## config.mk

```make
export PLATFORM = sky130hd
export DESIGN_NAME = wvq_cell
export DESIGN_NICKNAME = d
export VERILOG_FILES = /design/src/hdl/wvq_pkg.sv /design/src/hdl/wvq_cell.sv
export SDC_FILE = /design/constraint.sdc
export NUM_CORES = 1
export LEC_CHECK = 0
export CORE_MARGIN = 10
export CORE_UTILIZATION = 60
export CTS_CLUSTER_SIZE = 12
export DETAILED_ROUTE_END_ITERATION = 10
export DONT_BUFFER_PORTS = 1
export HOLD_SLACK_MARGIN = 0.05
export PLACE_DENSITY = 0.73
export SETUP_SLACK_MARGIN = 0.5
export SYNTH_ARGS = -nofsm -noshare
export SYNTH_HDL_FRONTEND = slang
export SYNTH_SLANG_ARGS = --single-unit
export TNS_END_PERCENT = 20
```

## constraint.sdc

```tcl
create_clock -name aclk -period 0.8 [get_ports aclk]
set_input_delay 0.08 -clock aclk [delete_from_list [all_inputs] [get_ports aclk]]
set_output_delay 0.08 -clock aclk [all_outputs]
set_load 0.02 [all_outputs]
```

## src/hdl/wvq_pkg.sv

```systemverilog
// Shared types, widths and constants for the weighted nearest-codeword search.
// No dependencies; used by wvq_cell, wvq_mac and weighted_vq_nearest_codeword.
package wvq_pkg;

    localparam int MAX_CODEWORDS = 32;
    localparam int DIMENSIONS    = 12;
    localparam int COEFF_W       = 16;

    localparam int CW_W     = $clog2(MAX_CODEWORDS);
    localparam int DIM_W    = 4;
    localparam int ACT_W    = 6;
    localparam int ADDR_W   = $clog2(MAX_CODEWORDS * DIMENSIONS);
    localparam int WEIGHT_W = 6;
    localparam int MAG_W    = COEFF_W;
    localparam int SQ_W     = 2 * MAG_W;
    localparam int ACC_W    = 41;

    localparam int S_DATA_W = 32;
    localparam int M_DATA_W = 48;

    // request kinds carried on s_tuser
    localparam logic REQ_CODEBOOK = 1'b0;
    localparam logic REQ_FEATURE  = 1'b1;

    // configuration register index
    localparam int REG_ACTIVE_CODEWORDS = 0;

    // per-codeword tag that travels down the datapath with each term
    typedef struct packed {
        logic            valid;
        logic [CW_W-1:0] k;
        logic            in_range;
        logic            term_en;
    } wvq_tag_t;

    // fixed per-dimension weights; dimensions past the table use the last one
    function automatic logic [WEIGHT_W-1:0] dim_weight(input logic [DIM_W-1:0] dim);
        logic [WEIGHT_W-1:0] w;
        case (dim)
            4'd0:    w = 6'd1;
            4'd1:    w = 6'd3;
            4'd2:    w = 6'd7;
            4'd3:    w = 6'd13;
            4'd4:    w = 6'd19;
            4'd5:    w = 6'd22;
            4'd6:    w = 6'd25;
            4'd7:    w = 6'd33;
            4'd8:    w = 6'd42;
            4'd9:    w = 6'd50;
            4'd10:   w = 6'd56;
            default: w = 6'd61;
        endcase
        return w;
    endfunction

endpackage

```

## src/hdl/wvq_cell.sv

```systemverilog
// One accumulator cell of the rotating distance ring.
// Depends on wvq_pkg for the accumulator width.
module wvq_cell (
    input  logic                      aclk,
    input  logic                      aresetn,
    input  logic                      shift_en,
    input  logic [wvq_pkg::ACC_W-1:0] acc_in,
    output logic [wvq_pkg::ACC_W-1:0] acc_out
);

    logic [wvq_pkg::ACC_W-1:0] acc_reg;
    logic [wvq_pkg::ACC_W-1:0] acc_next;

    // take the neighbour's value on every ring step
    always_comb begin
        acc_next = shift_en ? acc_in : acc_reg;
    end

    always_ff @(posedge aclk) begin
        if (!aresetn) begin
            acc_reg <= '0;
        end else begin
            acc_reg <= acc_next;
        end
    end

    assign acc_out = acc_reg;

endmodule

```

==> qor.csv <==
stage;metric;value;unit
status;outcome;finished, violations left;
status;violations;hold timing, setup timing;
sta;fin_crit_sh;102;%
floorplanning;die_area;0.00512;mm^2
detailed_routing;antenna_left;0;
global_routing;antenna_found_initial;0;
floorplanning;initial_core_util;63.8;%
detailed_routing;vias_per_cell;5.39;
sta;clock-skew-final;0;ns
final_layout;fin_nets;174;
sta;max_freq;1220;MHz
clock_network;numCtsBuffers;5;
global_routing;grt_pass1_vias;891;
detailed_routing;dr.pass1.iters;3;
clock_network;clk_pin_slew;0.11;ns
final_layout;area_growth;10.7;%
pwr;p_leak;0.724;nW
sta;worst_slew_pin_slew;0.162;ns
synth;synthesis.nets;176;
global_routing;grt_overflow;0;
final_layout;fin_util;70.6;%
clock_network;clk_latency;0.33;ns
synth;synth_seq_area_share;51.5;%
clock_network;clockBufferDepth;2;
final_layout;drive_gt1_share;36.6;%
setup_path;crit_type;reg2out;
setup_path;critPathRequiredTime;0.72;ns
detailed_routing;vias;867;
sta;setup_slack;-0.0174;ns
sta;finalMaxSlewViolations;0;
sta;period_needed;0.817;ns
floorplanning;num_rows;18;
clock_network;cts.sinks;41;
final_layout;antenna_cells;0;
sta;setup_viol;41;
place;dp_slack;0.0985;ns
clock_network;htree_levels;2;
sta;relSlewSlack;88.9;%
place;place_congestion;0.732;
sta;hold_viol;41;
place;port_buffers;0;
synth;syn-instance-count;132;
detailed_routing;drc;0;
setup_path;critPathCaptureType;output pin;
pwr;total_power;3.91;mW
run;cap_violations;0;
floorplanning;die_w;71.5;um
setup_path;cp_data_arrival_time;0.74;ns
setup_path;startpoint_type;flip-flop;
setup_path;cp_max_fo;2;
floorplanning;core_area;0.00250;mm^2
synth;ys_types;6;
synth;avgSynthCellArea;12.1;um^2
detailed_routing;routed_wl;3.32;mm
global_routing;grt_first_pass_wirelength;4.78;mm
detailed_routing;wl_per_cell;20.6;um
final_layout;mostFrequentLayoutCells;mux2i_1, nor2b_1, dfxtp_4, clkbuf_4;
synth;ys_warn_count;0;
clock_network;cts_tree;done;
final_layout;largest_reg_flops;41;
place;dp_hpwl;2.60;mm
sta;whs;-0.136;ns
sta;rsz0062_at_grt;yes;
synth;synth_seq_cells;41;
hold_path;hp-class;in2reg;
pwr;p_per_area;2220;mW/mm^2
pwr;peakVddDrop;0.00195;V
global_routing;gr-usage-all-layers;11.9;%
global_routing;grt_start_max_net_pins;42;
clock_network;cts_root_buffer;clkbuf_4;
floorplanning;io_pins;85;
detailed_routing;drt_iter0_drc;46;
floorplanning;die_y;71.5;um
synth;synth.cell_area;0.00159;mm^2
-- layer usage --
layer  up-vias  share of wire (%)  global-route usage [%]
met3         6                 17                    9.50
met2        52                 48                    19.2
li1        426                  -                       -
met1       383                 34                    10.7
met4         0                1.3                    5.16
met5         -                  0                       0
-- timing repair --
action | 4_1_cts | 5_1_grt
endpoints found under the setup margin | 82 | 82
gates resized for setup | 41 | 0
hold endpoints to repair | 41 | 41
buffers inserted | 0 | 0
-- stage by stage --
step	hold WS, ns	cell area (um^2)	cells	TNS [ns]
floorplan	0.208	1650	132	0
global placement	0.211	1580	153	0
detailed placement	0.217	1580	153	0
CTS	-0.150	1760	161	-1.30
global route	-0.147	1760	161	-1.73
finish	-0.136	1760	161	-0.382
-- kinds of logic (layout without fill, tap and decap cells) --
group         after synthesis  after routing  synth area share, %
mux                        41             41                 25.7
buf+inv                     9              8                 6.67
flops                      41             41                 51.5
simple gates               41             41                 16.1
-- Yosys cell counts --
cell       n  area share (%)
clkbuf_1   4            0.94
buf_12     4             5.0
nor2b_1   41              16
mux2i_1   41              26
dfxtp_1   41              51
buf_6      1            0.71
-- path summary, 6_finish.rpt --
kind | start | cells after the start | endpoint | slack (ns)
worst min-delay path | aresetn | 1 | acc_out[36] | -0.14
worst max register to register | acc_out[19] | 2 | acc_out[19] | 0.10
worst max-delay path | acc_out[30] | 0 | acc_out[30] | -0.02
worst min register to register | acc_out[18] | 2 | acc_out[18] | 0.58
-- layout make-up --
cell class                      count  area [um^2]
Tap cell                           30         37.5
Multi-Input combinational cell     82          667
Fill cell                         203          736
Clock inverter                      1         30.0
Sequential cell                    41          975
Clock buffer                        7         55.1
-- power breakdown --
part           internal, mW  leakage [nW]  total (mW)  switching [mW]
logic                 0.154         0.313       0.217          0.0627
registers              2.12         0.366        2.36           0.238
clock network         0.746        0.0455        1.34           0.591
(Power assumes the default switching activity.)
