$ cat src/hdl/wvq_pkg.sv
// Shared types, widths and constants for the weighted nearest-codeword search.
// No dependencies; used by wvq_cell, wvq_mac and weighted_vq_nearest_codeword.
package wvq_pkg;

    localparam int MAX_CODEWORDS = 32;
    localparam int DIMENSIONS    = 12;
    localparam int COEFF_W       = 16;

    localparam int CW_W     = $clog2(MAX_CODEWORDS);
    localparam int DIM_W    = 4;
    localparam int ACT_W    = 6;
    localparam int ADDR_W   = $clog2(MAX_CODEWORDS * DIMENSIONS);
    localparam int WEIGHT_W = 6;
    localparam int MAG_W    = COEFF_W;
    localparam int SQ_W     = 2 * MAG_W;
    localparam int ACC_W    = 41;

    localparam int S_DATA_W = 32;
    localparam int M_DATA_W = 48;

    // request kinds carried on s_tuser
    localparam logic REQ_CODEBOOK = 1'b0;
    localparam logic REQ_FEATURE  = 1'b1;

    // configuration register index
    localparam int REG_ACTIVE_CODEWORDS = 0;

    // per-codeword tag that travels down the datapath with each term
    typedef struct packed {
        logic            valid;
        logic [CW_W-1:0] k;
        logic            in_range;
        logic            term_en;
    } wvq_tag_t;

    // fixed per-dimension weights; dimensions past the table use the last one
    function automatic logic [WEIGHT_W-1:0] dim_weight(input logic [DIM_W-1:0] dim);
        logic [WEIGHT_W-1:0] w;
        case (dim)
            4'd0:    w = 6'd1;
            4'd1:    w = 6'd3;
            4'd2:    w = 6'd7;
            4'd3:    w = 6'd13;
            4'd4:    w = 6'd19;
            4'd5:    w = 6'd22;
            4'd6:    w = 6'd25;
            4'd7:    w = 6'd33;
            4'd8:    w = 6'd42;
            4'd9:    w = 6'd50;
            4'd10:   w = 6'd56;
            default: w = 6'd61;
        endcase
        return w;
    endfunction

endpackage

$ cat src/hdl/wvq_mac.sv
// Three-stage weighted squared-difference unit: |c - f|, square, times weight.
// Depends on wvq_pkg for widths and the wvq_tag_t tag.
module wvq_mac (
    input  logic                         aclk,
    input  logic                         aresetn,
    input  wvq_pkg::wvq_tag_t            tag_in,
    input  logic [wvq_pkg::COEFF_W-1:0]  coeff,
    input  logic [wvq_pkg::COEFF_W-1:0]  feat,
    input  logic [wvq_pkg::WEIGHT_W-1:0] weight,
    output wvq_pkg::wvq_tag_t            tag_out,
    output logic [wvq_pkg::ACC_W-1:0]    term,
    output logic                         busy
);

    localparam int CW = wvq_pkg::COEFF_W;

    wvq_pkg::wvq_tag_t             tag2_reg, tag3_reg, tag4_reg;
    logic [wvq_pkg::MAG_W-1:0]     mag_reg,  mag_next;
    logic [wvq_pkg::SQ_W-1:0]      sq_reg,   sq_next;
    logic [wvq_pkg::ACC_W-1:0]     term_reg, term_next;
    logic signed [CW:0]            diff;
    logic signed [CW:0]            diff_neg;
    logic [wvq_pkg::SQ_W+wvq_pkg::WEIGHT_W-1:0] prod;

    // stage 2: magnitude of the signed difference
    always_comb begin
        diff     = $signed({coeff[CW-1], coeff}) - $signed({feat[CW-1], feat});
        diff_neg = -diff;
        mag_next = diff[CW] ? diff_neg[CW-1:0] : diff[CW-1:0];
    end

    // stage 3: square; stage 4: weight, zeroed for slots without term_en
    always_comb begin
        sq_next   = mag_reg * mag_reg;
        prod      = sq_reg * weight;
        term_next = tag3_reg.term_en ? wvq_pkg::ACC_W'(prod) : '0;
    end

    always_ff @(posedge aclk) begin
        if (!aresetn) begin
            tag2_reg <= '0;
            tag3_reg <= '0;
            tag4_reg <= '0;
        end else begin
            tag2_reg <= tag_in;
            tag3_reg <= tag2_reg;
            tag4_reg <= tag3_reg;
        end
        mag_reg  <= mag_next;
        sq_reg   <= sq_next;
        term_reg <= term_next;
    end

    assign tag_out = tag4_reg;
    assign term    = term_reg;
    assign busy    = tag2_reg.valid | tag3_reg.valid | tag4_reg.valid;

endmodule

$ cat config.mk
export PLATFORM = sky130hd
export DESIGN_NAME = wvq_mac
export DESIGN_NICKNAME = d
export VERILOG_FILES = /design/src/hdl/wvq_pkg.sv /design/src/hdl/wvq_mac.sv
export SDC_FILE = /design/constraint.sdc
export NUM_CORES = 1
export LEC_CHECK = 0
export ABC_AREA = 1
export BUFFER_PORTS_ARGS = -buffer_cell sky130_fd_sc_hd__buf_2
export CAP_MARGIN = 30
export CORE_ASPECT_RATIO = 0.6
export CORE_UTILIZATION = 45
export DETAILED_ROUTE_END_ITERATION = 6
export GPL_TIMING_DRIVEN = 0
export PLACE_DENSITY = 0.71
export SETUP_SLACK_MARGIN = 0.05
export SLEW_MARGIN = 25
export SYNTH_ARGS = -nofsm -noshare
export SYNTH_HDL_FRONTEND = slang
export SYNTH_SLANG_ARGS = --single-unit
export TNS_END_PERCENT = 1
$ cat constraint.sdc
create_clock -name aclk -period 7.7 [get_ports aclk]
set_input_delay 0 -clock aclk [delete_from_list [all_inputs] [get_ports aclk]]
set_output_delay 0 -clock aclk [all_outputs]
set_load 0.02 [all_outputs]
==> flow_metrics.tcl <==
set metrics [dict create \
    synth-edff-count 0 \
    cp_max_fo 10 \
    critPathLaunchType "flop" \
    dp_hpwl_um 37740 \
    slew_headroom_pct 41.88 \
    hold_viol 0 \
    rr_worst_depth 21 \
    cts_tree "done" \
    cts.reportedPaths.clkPinSlew_ps 80 \
    fin_util_pct 49.93 \
    crit_chain "clkbuf_1 -> clkbuf_1 -> nand2_1 -> fa_1 -> fa_1 -> inv_1 -> fa_1 -> fa_1 -> fa_1 -> inv_1 -> fa_1 -> inv_1 -> ha_1 -> nand2_1 -> inv_1 -> nand3_1 -> nor3_1 -> nand4_1 -> nand3_1 -> a21oi_1 -> xnor2_1" \
    grt_pass1_vias 14750 \
    numClockSinks 109 \
    min_path_type "input pin to flop" \
    start_util_pct 45.85 \
    grt_pass1_wl_um 72900 \
    r2r-start "mag_reg[4]$_DFF_P_" \
    core_um2 37780 \
    synth_seq_area_share_pct 12.60 \
    cp_common_cell "fa_1" \
    drt_wl_total_um 43640 \
    critical_path.endpoint_type "flop" \
    whs_path_depth 4 \
    status "finished, final reports clean" \
    crit_family "adder cells" \
    viasPerCell 5.021 \
    ant_nets 0 \
    holdPathEnd "mag_reg[0]$_DFF_P_" \
    post-route-period-util_pct 91.33 \
    dp.cells 2901 \
    fin_crit_ps 7032 \
    critPathKind "flop to flop" \
    grt_overflow 0 \
    routed-via-count 14710 \
    clock.fmax_ghz 0.1422 \
    dr.first_iter.drc_count 1231 \
    seq_area_um2 2182 \
    tightest_slew_ps 871.8 \
    clock_latency_ps 390 \
    dieArea_um2 39300 \
    maxSlewViolCount 0 \
    drive_gt1_share_pct 6.165 \
    crit_required_ps 7980 \
    arrival_ps 7310 \
    fill_cells 3710 \
    multi_input_area_um2 12760 \
    floorplan.die.height_um 154.0 \
    cts_setup_buffers 0 \
    cp_slowest_cell "clkbuf_1" \
    netlist_area_um2 17320 \
    r2r-end "sq_reg[28]$_DFF_P_" \
    routedWlPerCell_um 14.89 \
    nets 2907 \
    hold_start "coeff[0]" \
    setup-violations-final 0 \
    io_buffers 94 \
    synth_top_cell_area_share_pct 32.36 \
    synth_seq_cells 109 \
    syn_avg_cell_area_um2 7.560 \
    grt_antenna_before_repair 0 \
    ys_top_cells_by_count "nand2_1, inv_1, fa_1" \
    netlist_top_cells_area "fa_1, nand2_1, dfxtp_1, inv_1, ha_1" \
    rsz0062_at_grt "no" \
    critPathMaxStageDelay_ps 600 \
    rows 55 \
    ios 98 \
    rrSetupSlack_ps 670 \
    postSynth.asyncResetShare_pct 0 \
    yosysUniqueCellTypes 42 \
    final_cells 2930 \
    antennaDiodeCount 0 \
    ys.flop_type "dfxtp_1" \
    cp.depth 21 \
    synth_top_area_cell "fa_1" \
    root_buffer "clkbuf_16" \
    ys_warn_count 0 \
    setup_tns_ps 0 \
    die_w_um 255.3 \
    grt_usage_pct 23.80 \
    finClkSkew_ps 7.608 \
    largest_reg_flops 38 \
    syn_inst 2291 \
    clk_path_buf_depth 2 \
    drt_first_pass_iters 5 \
    cts_buffers 9 \
    cts_max_level 3 \
    gp_congestion 0.9708 \
    critical_path_buf_inv_count 6 \
    max_cap_violations 0 \
    drt_drc_violations_left 0 \
    syn2layout_area_growth_pct 8.914 \
    synth.most_common_cell "nand2_1" \
    grt_max_degree 21 \
]
==> timing repair <==
action	in CTS	in global routing
hold endpoints to repair	14	0
hold buffers	13	0
gates resized for setup	0	0
==> metrics by stage <==
| stage | hold slack [ps] | cell area (um^2) | setup WS (ps) |
|---|---|---|---|
| finish | 23.92 | 18860 | 667.7 |
| global route | 81.10 | 18860 | 345.2 |
| CTS | 15.93 | 18860 | 915.8 |
| detailed placement | 184.9 | 18440 | 951.1 |
| global placement | 180.4 | 18440 | 848.7 |
| floorplan | 93.45 | 17330 | 2253 |
==> kinds of logic (layout without fill, tap and decap cells) <==
| logic type | Yosys count | after routing | share of synthesized area, % |
|---|---|---|---|
| compound gates | 222 | 222 | 7.116 |
| xor+xnor | 46 | 46 | 2.326 |
| fa+ha+maj | 447 | 447 | 44.43 |
| other cells | 2 | 5 | 0.04336 |
| flops | 109 | 109 | 12.60 |
| buf+inv | 630 | 753 | 13.78 |
| simple gates | 835 | 835 | 19.71 |
==> worst max path at each step <==
stage	start	to	slack, ps
after floorplan	mag_reg[4]$_DFF_P_	sq_reg[28]$_DFF_P_	2250
after global placement	mag_reg[4]$_DFF_P_	sq_reg[28]$_DFF_P_	850
after detailed placement	mag_reg[4]$_DFF_P_	sq_reg[28]$_DFF_P_	950
after CTS	mag_reg[4]$_DFF_P_	sq_reg[28]$_DFF_P_	920
after global routing	mag_reg[4]$_DFF_P_	sq_reg[28]$_DFF_P_	350
final	mag_reg[4]$_DFF_P_	sq_reg[28]$_DFF_P_	670
==> tightest hold or removal path, stage by stage <==
cell and delay (ps):
buf_2 90, inv_1 50, ha_1 170, inv_1 60
==> layer usage <==
layer	vias to the layer above	track usage, %	part of all wire, %
met5	-	1.242	0.15
met4	2	3.707	0.83
met3	36	8.634	12
met2	585	32.97	39
met1	7044	35.50	48
li1	7044	-	-
==> cell usage in the layout (no fill, tap or decap), types with 56 or more instances in the layout <==
cell type / count
fa_1: 280
inv_1: 571
buf_2: 94
ha_1: 167
o21ai_0: 62
a21oi_1: 117
nor2_1: 107
nand2_1: 595
nand3_1: 56
dfxtp_1: 109
==> final cells by class <==
| class | count | area share, % |
|---|---|---|
| repair buffers | 107 | 3.184 |
| multi-input cells | 1555 | 67.65 |
| plain buffers | 58 | 1.273 |
| well taps | 513 | 3.403 |
| clock inverters | 7 | 0.3449 |
| inverters | 572 | 11.38 |
| flip-flops and latches | 109 | 11.57 |
| clock buffers | 9 | 1.194 |
Power is not shown: default switching activity piles up to over one toggle a cycle in this logic, so the estimate is an artifact.
